### src/rtl/core/stq_pkg.sv
// Shared types and constants of the sorted timer queue.
package stq_pkg;
  localparam int NumTimers = 16;
  localparam int IdW = 4;
  localparam int PosW = 4;
  localparam int CntW = 5;

  localparam logic [2:0] ActTick = 3'd0;
  localparam logic [2:0] ActStartAbs = 3'd1;
  localparam logic [2:0] ActStartRel = 3'd2;
  localparam logic [2:0] ActStop = 3'd3;
  localparam logic [2:0] ActRead = 3'd4;

  localparam logic KindStatus = 1'b0;
  localparam logic KindExpired = 1'b1;

  typedef enum logic [3:0] {
    StIdle,
    StScan,
    StScanWait,
    StShiftUp,
    StShiftUpWait,
    StRemove,
    StRemoveWait,
    StSweepRd,
    StSweepWait,
    StSweepChk
  } state_t;

  typedef struct packed {
    logic [31:0] expiry;
    logic [IdW-1:0] slot;
  } entry_t;

  // Wraparound ordering: a is before b when bit 31 of a - b is set.
  function automatic logic is_before(input logic [31:0] a, input logic [31:0] b);
    logic [31:0] d;
    d = a - b;
    return d[31];
  endfunction
endpackage

### src/rtl/core/stq_ram.sv
// Single-port-write, single-port-read table with registered read data.
module stq_ram import stq_pkg::*; (
  input  logic            clk,
  input  logic            we,
  input  logic [PosW-1:0] waddr,
  input  entry_t          wdata,
  input  logic [PosW-1:0] raddr,
  output entry_t          rdata
);
  entry_t mem [NumTimers];

  always_ff @(posedge clk) begin
    if (we) begin
      mem[waddr] <= wdata;
    end
    rdata <= mem[raddr];
  end
endmodule

### src/rtl/core/sorted_timer_queue.sv
// Sorted timer queue: a 32-bit tick counter and sixteen timers held in one
// table ordered by expiry (wraparound compare, equal expiries in arrival order).
// One transaction is handled at a time. Each walks the table: an insert scans
// to its position and shifts the tail up, a stop scans and shifts the tail down,
// and each expired head costs a shift of the remaining entries plus a read
// and check of the new head (StSweepRd, StSweepWait, StSweepChk), all through
// the table's single, registered read port. One status result comes out first,
// then one result per expired timer. Each result is presented only after the
// next head has been checked, so last is known when it appears. A stalled
// output holds the walk at the next result until it is taken.
module sorted_timer_queue import stq_pkg::*; (
  input  logic        clk,
  input  logic        rst,
  input  logic        in_valid,
  output logic        in_stall,
  input  logic [2:0]  action,
  input  logic [3:0]  timer_id,
  input  logic [31:0] time_value,
  output logic        out_valid,
  input  logic        out_stall,
  output logic        kind,
  output logic [3:0]  expired_id,
  output logic        status,
  output logic [31:0] time_now,
  output logic        last
);
  state_t state, state_next;

  logic [31:0]    current_time, current_time_next;
  logic [CntW-1:0] pending_count, pending_count_next;
  logic [NumTimers-1:0] slot_active, slot_active_next;

  logic [2:0]     act;
  logic [IdW-1:0] id;
  logic [31:0]    expiry;
  logic           st;
  logic [CntW-1:0] pos, pos_next;
  logic [CntW-1:0] ptr, ptr_next;
  logic           act_next_ld;
  logic           st_next;
  logic           pend_kind, pend_kind_next;

  logic           we;
  logic [PosW-1:0] waddr, raddr;
  entry_t         wdata, rdata;

  logic           o_load;
  logic           o_kind, o_status, o_last;
  logic [IdW-1:0] o_id;

  stq_ram u_ram (
    .clk(clk), .we(we), .waddr(waddr), .wdata(wdata), .raddr(raddr), .rdata(rdata)
  );

  logic out_free;
  assign out_free = !out_valid || !out_stall;
  assign in_stall = (state != StIdle);

  // Sweep decision: is the head due.
  logic head_due;
  assign head_due = (pending_count != '0) && !is_before(current_time, rdata.expiry);

  always_comb begin
    state_next = state;
    current_time_next = current_time;
    pending_count_next = pending_count;
    slot_active_next = slot_active;
    pos_next = pos;
    ptr_next = ptr;
    st_next = st;
    pend_kind_next = pend_kind;
    act_next_ld = 1'b0;
    we = 1'b0;
    waddr = ptr[PosW-1:0];
    wdata = rdata;
    raddr = ptr[PosW-1:0];
    o_load = 1'b0;
    o_kind = KindStatus;
    o_status = st;
    o_id = id;
    o_last = 1'b0;
    unique case (state)
      StIdle: begin
        if (in_valid) begin
          act_next_ld = 1'b1;
          pos_next = '0;
          ptr_next = '0;
          st_next = 1'b0;
          pend_kind_next = KindStatus;
          state_next = StSweepRd;
          unique case (action)
            ActTick: current_time_next = current_time + 32'd1;
            ActStartAbs, ActStartRel: begin
              if (slot_active[timer_id] ||
                  (action == ActStartRel && time_value == '0)) begin
                st_next = 1'b1;
              end else begin
                state_next = StScan;
              end
            end
            ActStop: begin
              if (slot_active[timer_id]) begin
                state_next = StScan;
              end
            end
            ActRead: ;
            default: st_next = 1'b1;
          endcase
        end
      end
      StScan: begin
        // Read entry at pos.
        raddr = pos[PosW-1:0];
        if (pos == pending_count) begin
          if (act == ActStop) begin
            state_next = StSweepRd;
          end else begin
            ptr_next = pending_count;
            state_next = StShiftUp;
          end
        end else begin
          state_next = StScanWait;
        end
      end
      StScanWait: begin
        raddr = pos[PosW-1:0];
        if (act == ActStop) begin
          if (rdata.slot == id) begin
            ptr_next = pos;
            state_next = StRemove;
          end else begin
            pos_next = pos + 1'b1;
            state_next = StScan;
          end
        end else if (is_before(expiry, rdata.expiry)) begin
          ptr_next = pending_count;
          state_next = StShiftUp;
        end else begin
          pos_next = pos + 1'b1;
          state_next = StScan;
        end
      end
      StShiftUp: begin
        // Move entry ptr-1 to ptr, down to pos; then write the new entry.
        if (ptr == pos) begin
          we = 1'b1;
          waddr = pos[PosW-1:0];
          wdata.expiry = expiry;
          wdata.slot = id;
          pending_count_next = pending_count + 1'b1;
          slot_active_next[id] = 1'b1;
          state_next = StSweepRd;
        end else begin
          raddr = ptr[PosW-1:0] - 1'b1;
          state_next = StShiftUpWait;
        end
      end
      StShiftUpWait: begin
        we = 1'b1;
        waddr = ptr[PosW-1:0];
        ptr_next = ptr - 1'b1;
        state_next = StShiftUp;
      end
      StRemove: begin
        // Move entry ptr+1 to ptr until the tail.
        if (ptr + 1'b1 >= pending_count) begin
          pending_count_next = pending_count - 1'b1;
          if (act == ActStop && pend_kind == KindStatus) begin
            slot_active_next[id] = 1'b0;
          end
          state_next = StSweepRd;
        end else begin
          raddr = ptr[PosW-1:0] + 1'b1;
          state_next = StRemoveWait;
        end
      end
      StRemoveWait: begin
        we = 1'b1;
        waddr = ptr[PosW-1:0];
        ptr_next = ptr + 1'b1;
        state_next = StRemove;
      end
      StSweepRd: begin
        raddr = '0;
        state_next = StSweepWait;
      end
      StSweepWait: begin
        raddr = '0;
        state_next = StSweepChk;
      end
      StSweepChk: begin
        // The waiting result goes out once the head check says whether more follow.
        raddr = '0;
        if (out_free) begin
          o_load = 1'b1;
          o_kind = pend_kind;
          o_id = (pend_kind == KindExpired) ? pos[IdW-1:0] : id;
          o_status = (pend_kind == KindExpired) ? 1'b0 : st;
          o_last = !head_due;
          if (head_due) begin
            ptr_next = '0;
            slot_active_next[rdata.slot] = 1'b0;
            pos_next = {1'b0, rdata.slot};
            pend_kind_next = KindExpired;
            state_next = StRemove;
          end else begin
            state_next = StIdle;
          end
        end
      end
      default: state_next = StIdle;
    endcase
  end

  always_ff @(posedge clk) begin
    if (rst) begin
      state <= StIdle;
      current_time <= '0;
      pending_count <= '0;
      slot_active <= '0;
      out_valid <= 1'b0;
    end else begin
      state <= state_next;
      current_time <= current_time_next;
      pending_count <= pending_count_next;
      slot_active <= slot_active_next;
      if (o_load) begin
        out_valid <= 1'b1;
      end else if (!out_stall) begin
        out_valid <= 1'b0;
      end
    end
  end

  always_ff @(posedge clk) begin
    if (act_next_ld) begin
      act <= action;
      id <= timer_id;
      expiry <= (action == ActStartRel) ? current_time + time_value : time_value;
    end
    st <= st_next;
    pos <= pos_next;
    ptr <= ptr_next;
    pend_kind <= pend_kind_next;
    if (o_load) begin
      kind <= o_kind;
      status <= o_status;
      expired_id <= o_id;
      time_now <= current_time;
      last <= o_last;
    end
  end
endmodule

### config.mk
export PLATFORM = sky130hd
export DESIGN_NAME = sorted_timer_queue
export DESIGN_NICKNAME = d
export VERILOG_FILES = /design/src/rtl/core/stq_pkg.sv /design/src/rtl/core/stq_ram.sv /design/src/rtl/core/sorted_timer_queue.sv
export SDC_FILE = /design/constraint.sdc
export NUM_CORES = 1
export LEC_CHECK = 0
export ABC_AREA = 1
export BUFFER_PORTS_ARGS = -buffer_cell sky130_fd_sc_hd__buf_2
export CAP_MARGIN = 30
export CORE_ASPECT_RATIO = 2
export CORE_UTILIZATION = 45
export CTS_CLUSTER_DIAMETER = 40
export CTS_CLUSTER_SIZE = 14
export DETAILED_ROUTE_END_ITERATION = 10
export MAX_ROUTING_LAYER = met4
export PLACE_DENSITY = 0.71
export SLEW_MARGIN = 20
export SYNTH_ARGS = -nofsm -noshare
export SYNTH_HDL_FRONTEND = slang
export SYNTH_HIERARCHICAL = 1
export SYNTH_SLANG_ARGS = --single-unit
### constraint.sdc
create_clock -name clk -period 3.4 [get_ports clk]
set_input_delay 0.34 -clock clk [delete_from_list [all_inputs] [get_ports clk]]
set_output_delay 0.34 -clock clk [all_outputs]
set_load 0.05 [all_outputs]
==> flow_summary_export.csv, run 1 <==
group,metric,value,unit
clock_network,clkLatencyLatePin,0.62,ns
global_route,antenna_found_initial,1,
flow_run,maxCapViolations,0,
finish,fillers,7088,
logic_synthesis,synth_simple_gate_area_share,23.2,%
worst_setup_path,crit_path_frequent_cell,"nand3_1",
route,avgViaCountPerCell,5.40,
worst_setup_path,crit_fanout,21,
logic_synthesis,synth.ff_latch_count,760,
sta,post-route-period-util,95.5,%
worst_setup_path,critical_path_buf_inv_count,3,
floorplan,die_w,205,um
status,status,"completed",
sta,setup_tns,0,ns
logic_synthesis,async_flop_share,0,%
power,power.total,41.1,mW
logic_synthesis,synth_compound_area_share,4.47,%
route,drt_first_iter_violations,2266,
sta,tightest_slew,0.868,ns
sta,fin_crit,3.25,ns
power,p_int,23.7,mW
logic_synthesis,synth.yosys.seq_area_share,59.1,%
finish,finalNetCount,4345,
power,p_comb_share,51.5,%
floorplan,coreArea,81500,um2
worst_setup_path,cp_top_family,"compound AO/OA/AOI/OAI gates",
worst_setup_path,cp.required,3.90,ns
logic_synthesis,synth_flop_cell,"edfxtp_1",
power,p_clk_share,17.6,%
worst_setup_path,arrival,3.74,ns
power,p_leak,18.3,nW
route,vias,28600,
sta,fmax,308,MHz
finish,most-common-layout-cells,"1155 x nand2_1, 666 x edfxtp_1, 629 x inv_1",
global_route,groute.usage.overall,25.7,%
floorplan,rows,148,
route,drt-total-wl,107,mm
route,firstDrtPassIters,8,
clock_network,clkSinkCount,760,
sta,setup_viol,0,
finish,layout-area-overhead-vs-synth,15.1,%
logic_synthesis,synth_enable_flop_cells,666,
floorplan,die_area,83500,um2
sta,finalClockSkew,0.0226,ns
clock_network,clk_pin_slew,0.07,ns
worst_setup_path,cp_cell_sequence,"ha_2 > nand3_1 > xor2_1 > ha_1 > a21oi_1 > o21a_1 > nand3_1 > nand2_1 > nand2_2 > a41oi_4 > o221ai_4 > inv_8 > buf_16 > buf_12 > nand2_1 > nand3_1 > nand3_1 > nand3_1 > nand2_1",
route,wire_per_inst,20.2,um
logic_synthesis,syn-mean-instance-area,9.24,um2
logic_synthesis,syn-num-nets,4154,
global_route,grt_start_max_net_pins,112,
sta,slew_viol_final,0,
power,switching_share,42.5,%
finish,drive_gt1_share,10.1,%
logic_synthesis,postSynthCellCount,4006,
worst_setup_path,path_class,"register to register",
floorplan,io_pins,84,
placement,io_buffers,83,
clock_network,cts_max_level,3,
logic_synthesis,synth_top_family_by_area,"simple AND/OR/NAND/NOR gates",
worst_setup_path,critPathCaptureType,"register",
hold_path,hp-class,"input pin to register",
finish,diodes,0,
clock_network,cts-root-buf,"clkbuf_16",
clock_network,max-clock-path-buffers,3,
route,drc,0,
power,switchingPower,17.5,mW
finish,final_common_cell,"nand2_1",
worst_setup_path,slowest_stage,"edfxtp_1",
logic_synthesis,synthAdderAreaFrac,3.59,%
floorplan,die_height,408,um
placement,place_worst_setup_slack,-0.0613,ns
worst_setup_path,critPathLaunchType,"register",
power,seqPwrFrac,30.9,%
sta,hold_violations,0,
global_route,grt_pass1_wl,157,mm
clock_network,cts_buffers,66,
logic_synthesis,syn-cell-area,37000,um2
logic_synthesis,synthMuxAreaShare,0,%
sta,setup_ws,0.154,ns
logic_synthesis,ys_types,57,
power,powerDensity,965,nW/um2
global_route,grt_pass1_vias,28600,
power,vdd_drop_max,0.00114,V
global_route,grt_overflow,0,
route,ant_nets,0,
clock_network,tritoncts,"yes",
floorplan,initial_core_util,45.4,%
placement,place.gp.congestion,0.993,
logic_synthesis,ys_warn_count,6,
logic_synthesis,synth-xor-area-share,1.06,%
sta,slew_headroom,42.1,%
placement,hpwlAfterDp,68.1,mm
worst_setup_path,max_stage_delay,0.39,ns
-- worst register-to-register path, cell delays in order (launching register included) --
cell	delay, ns
edfxtp_1	0.39
ha_2	0.22
nand3_1	0.09
xor2_1	0.19
ha_1	0.29
a21oi_1	0.15
o21a_1	0.15
nand3_1	0.07
nand2_1	0.07
nand2_2	0.08
a41oi_4	0.24
o221ai_4	0.21
inv_8	0.17
buf_16	0.18
buf_12	0.19
nand2_1	0.08
nand3_1	0.08
nand3_1	0.08
nand3_1	0.10
nand2_1	0.08
-- cell usage after synthesis (31+ instances only) --
master | number | share of area, %
nand3_1 | 529 | 7.2
nand2_1 | 1156 | 12
dfxtp_1 | 94 | 5.1
o21ai_0 | 147 | 2.0
clkbuf_1 | 46 | 0.47
nor2_1 | 210 | 2.1
edfxtp_1 | 666 | 54
buf_2 | 50 | 0.68
ha_1 | 103 | 3.5
xor2_1 | 31 | 0.73
inv_1 | 629 | 6.4
a21oi_1 | 109 | 1.5
-- area by class of cell --
class                   instances  area (um2)  share of cell area (%)
repair buffers                274        2820                    6.61
multi-input cells            2456       12200                    28.7
inverters                     639        2420                    5.67
clock buffers                 108        1880                    4.42
clock inverters                11        91.3                   0.214
flip-flops and latches        760       21900                    51.4
well taps                    1050        1310                    3.08
-- routing by layer --
metal  up-vias  track usage [%]  share of wire [%]
li1      13500                -                  -
met2      1262             45.3                 53
met3       427             2.91                6.4
met1     13400             26.0                 33
met4         0             18.7                7.6
met5         -                -                  0
-- path summary, 6_finish.rpt --
path                   start              end  slack, ns  cells past startpoint
max                   ptr[0]   u_ram/rdata[6]       0.15                     19
min           time_value[29]       expiry[29]       0.05                      3
min reg2reg  slot_active[14]  slot_active[14]       0.52                      2
max reg2reg           ptr[0]   u_ram/rdata[6]       0.15                     19
-- cells by family (layout without fill, tap and decap cells) --
kind of cell               Yosys count  count (layout)
AOI/OAI and AO/OA                  305             305
adders and majority gates          105             105
DFF                                760             760
xor gates and xnor gates            45              45
and+or+nand+nor                   2001            2001
buffers and inverters              790            1032
-- state kept, by name (all words and copies together) (netlist names), 3 cells and up --
register       flops
pending_count      5
time_now          32
u_ram/rdata       36
expired_id         4
id                 4
act                3
pos                5
expiry            32
current_time      32
u_ram/mem        576
ptr                5
state              4
slot_active       16
-- power by group through the flow --
stage	logic, mW	registers (mW)	clock network (mW)
floorplan	12.2	12.8	0
global placement	18.6	12.9	0
detailed placement	18.9	12.9	0
CTS	19.2	12.7	7.31
global route	22.9	12.8	7.61
finish	21.2	12.7	7.24
-- per-stage QoR --
| stage | cells | cell area, um2 | util [%] | hold WS, ns |
|---|---|---|---|---|
| 6_report | 5298 | 42600 | 52.3 | 0.0503 |
| 5_1_grt | 5298 | 42600 | 52.3 | 0.0437 |
| 4_1_cts | 5277 | 42100 | 51.6 | 0.00588 |
| 3_5_place_dp | 5151 | 40000 | 49.1 | 0.511 |
| 3_3_place_gp | 5151 | 40000 | 49.1 | 0.500 |
| 2_1_floorplan | 4006 | 37000 | - | 0.439 |
-- repair_timing --
item                                    4_1_cts  5_1_grt
hold buffers                                  6        0
gates cloned                                  1       11
endpoints found under the setup margin        5       35
buffers inserted                              0       10
hold endpoints to repair                      6        0
resized for setup                             2       37
pin swaps                                     0        3
(Power assumes the default switching activity.)
==> run 2, diff against run 1 <==
--- a/config.mk
+++ b/config.mk
@@ -14,9 +14,7 @@
 export CTS_CLUSTER_SIZE = 14
 export DETAILED_ROUTE_END_ITERATION = 10
 export MAX_ROUTING_LAYER = met4
-export PLACE_DENSITY = 0.71
 export SLEW_MARGIN = 20
 export SYNTH_ARGS = -nofsm -noshare
 export SYNTH_HDL_FRONTEND = slang
-export SYNTH_HIERARCHICAL = 1
 export SYNTH_SLANG_ARGS = --single-unit
==> run 2 against run 1 <==
Compared with the run above:
- maximum frequency increased by 2.4%
- non-clock buffer count stayed put
- total power fell by 4.7%
- die area is 0.65% lower
- critical path type unchanged
- highest routed layer unchanged
==> flow_summary_export.csv, run 2 <==
group,metric,value,unit
status,status,"completed",
logic_synthesis,synth_flop_cell,"edfxtp_1",
finish,finalNetCount,4165,
worst_setup_path,critical_path_buf_inv_count,4,
sta,finalClockSkew,0.0276,ns
worst_setup_path,cp_top_family,"simple AND/OR/NAND/NOR gates",
logic_synthesis,synthTopCellsByArea,"edfxtp_1 54%, nand2_1 10%, nand3_1 9.2%",
finish,fin_cells,5117,
clock_network,clk_pin_slew,0.06,ns
placement,hpwlAfterDp,72.7,mm
finish,stdcell_area,42200,um2
route,ant_nets,0,
hold_path,min_from,"time_value[4]",
worst_setup_path,crit_fanout,47,
floorplan,die_height,406,um
clock_network,cts_max_level,3,
logic_synthesis,ys_types,56,
route,drc,0,
power,p_leak,17.3,nW
finish,fillers,7381,
finish,most-common-layout-cells,"988 x nand2_1, 675 x nand3_1, 666 x edfxtp_1",
flow_run,maxCapViolations,0,
worst_setup_path,slowest_stage,"edfxtp_1",
floorplan,die_w,204,um
global_route,grt_start_max_net_pins,81,
worst_setup_path,cp.required,3.91,ns
logic_synthesis,syn-num-nets,4000,
hold_path,hold_end,"expiry[4]",
sta,rsz0062_at_grt,"false",
route,firstDrtPassIters,5,
route,wire_per_inst,21.5,um
sta,fin_crit,3.17,ns
finish,final_common_cell,"nand2_1",
sta,setup_viol,0,
logic_synthesis,synth_top_area_cell,"edfxtp_1",
worst_setup_path,r2r-start,"ptr[0]",
clock_network,clkLatencyLatePin,0.63,ns
logic_synthesis,syn-mean-instance-area,9.55,um2
sta,post-route-period-util,93.2,%
floorplan,initial_core_util,45.6,%
worst_setup_path,critPathLaunchType,"register",
logic_synthesis,postSynthCellCount,3852,
logic_synthesis,async_flop_share,0,%
logic_synthesis,yosys-top-cells-count,"989 x nand2_1, 676 x nand3_1, 666 x edfxtp_1",
clock_network,max-clock-path-buffers,3,
placement,io_buffers,83,
placement,placed_cells,4977,
clock_network,cts-root-buf,"clkbuf_16",
route,avgViaCountPerCell,5.50,
worst_setup_path,arrival,3.68,ns
sta,slew_headroom,57.7,%
placement,dpl-instance-area,39900,um2
global_route,grt_overflow,0,
worst_setup_path,path_class,"register to register",
power,vdd_drop_max,0.000757,V
floorplan,coreArea,80600,um2
logic_synthesis,ys_warn_count,0,
worst_setup_path,cp_cell_sequence,"ha_1 > nand2_1 > xor2_1 > inv_1 > ha_1 > nand2_1 > inv_1 > nand2_1 > nand2_1 > o21bai_2 > nand3_4 > nand2_8 > buf_12 > buf_12 > nand3_1 > nand3_1 > nand3_1 > nand3_1 > nand2_1",
worst_setup_path,regToRegSetupSlack,0.23,ns
logic_synthesis,synth_enable_flop_cells,666,
floorplan,rows,147,
global_route,grt_pass1_vias,27600,
worst_setup_path,max_stage_delay,0.39,ns
power,powerDensity,929,nW/um2
global_route,grt_pass1_wl,163,mm
placement,place.gp.congestion,0.956,
clock_network,cts_buffers,69,
logic_synthesis,synth_most_common_cell,"nand2_1",
sta,fmax,315,MHz
sta,tightest_slew,0.635,ns
hold_path,hp-class,"input pin to register",
finish,layout-area-overhead-vs-synth,14.8,%
logic_synthesis,synth_top_area_share,54.4,%
finish,drive_gt1_share,10.2,%
worst_setup_path,crit_path_frequent_cell,"nand2_1",
clock_network,tritoncts,"yes",
global_route,antenna_found_initial,0,
sta,slew_viol_final,0,
worst_setup_path,critPathCaptureType,"register",
logic_synthesis,syn-cell-area,36800,um2
worst_setup_path,r2r_cells,19,
finish,top_register,"u_ram.mem",
floorplan,die_area,82900,um2
route,drt-total-wl,110,mm
finish,largest_reg_flops,576,
clock_network,clkSinkCount,760,
route,vias,28100,
logic_synthesis,synth.yosys.seq_area_share,59.5,%
finish,fin_util,52.4,%
finish,largestRegisters,"u_ram.mem x576, u_ram.rdata x36",
worst_setup_path,r2r-end,"u_ram.rdata[30]",
sta,setup_tns,0,ns
logic_synthesis,synth.ff_latch_count,760,
power,power.total,39.2,mW
route,drt_first_iter_violations,1913,
sta,hold_violations,0,
hold_path,hold_depth,3,
global_route,groute.usage.overall,27.3,%
worst_setup_path,cp.depth,19,
floorplan,io_pins,84,
==> run 2: layout make-up <==
cell class                      count  area [um2]  area share (%)
Antenna cell                        1        2.50         0.00593
Clock buffer                      111        1990            4.71
Clock inverter                     16         186           0.442
Inverter                          417        1570            3.71
Multi-Input combinational cell   2495       12700            30.0
Sequential cell                   760       21900            51.9
Tap cell                         1043        1310            3.09
Timing Repair Buffer              274        2590            6.14
==> run 2: worst max-delay path by stage <==
stage	from	endpoint	slack, ns
2_1_floorplan	state[3]	current_time[27]	0.02
3_3_place_gp	ptr[1]	u_ram.rdata[30]	0.21
3_5_place_dp	ptr[0]	u_ram.rdata[30]	0.14
4_1_cts	ptr[0]	u_ram.rdata[30]	0.10
5_1_grt	ptr[0]	u_ram.rdata[12]	0.006
6_report	ptr[0]	u_ram.rdata[30]	0.23
==> run 2: stage by stage <==
stage	hold WS, ns	setup WS (ns)
6_report	0.0289	0.230
3_3_place_gp	0.484	0.211
2_1_floorplan	0.439	0.0247
4_1_cts	0.00279	0.104
3_5_place_dp	0.489	0.142
5_1_grt	0.0379	0.00635
==> run 2: where the power goes <==
| group | internal [mW] | leakage [nW] | switching (mW) | total [mW] |
|---|---|---|---|---|
| Clock | 4.22 | 1.05 | 3.55 | 7.77 |
| Combinational | 6.14 | 9.40 | 12.5 | 18.7 |
| Sequential | 12.2 | 6.86 | 0.558 | 12.7 |
==> run 2: worst reg2reg max path, cell delays in order, from the launching register on <==
cell	delay [ns]
edfxtp_1	0.39
ha_1	0.25
nand2_1	0.09
xor2_1	0.16
inv_1	0.08
ha_1	0.29
nand2_1	0.09
inv_1	0.04
nand2_1	0.05
nand2_1	0.07
o21bai_2	0.24
nand3_4	0.18
nand2_8	0.14
buf_12	0.21
buf_12	0.29
nand3_1	0.15
nand3_1	0.10
nand3_1	0.07
nand3_1	0.13
nand2_1	0.06
==> run 2: what timing repair did <==
item | in CTS | in global routing
hold buffers | 7 | 0
endpoints found under the hold margin | 7 | 0
setup endpoints to repair | 0 | 31
gates resized for setup | 0 | 6
setup buffers | 0 | 3
==> run 2: logic make-up after synthesis <==
logic type,synth area share (%)
AOI/OAI and AO/OA,4.55
DFF,59.5
xor gates and xnor gates,1.05
buffers and inverters,6.51
and+or+nand+nor,24.8
adders and majority gates,3.61
==> run 2: per-layer routing <==
metal	global-route usage [%]	vias to the layer above	share of wire, %
li1	-	13400	-
met1	29.2	13600	37
met2	49.7	864	53
met3	2.63	268	4.6
met4	13.6	0	5.4
met5	-	-	0
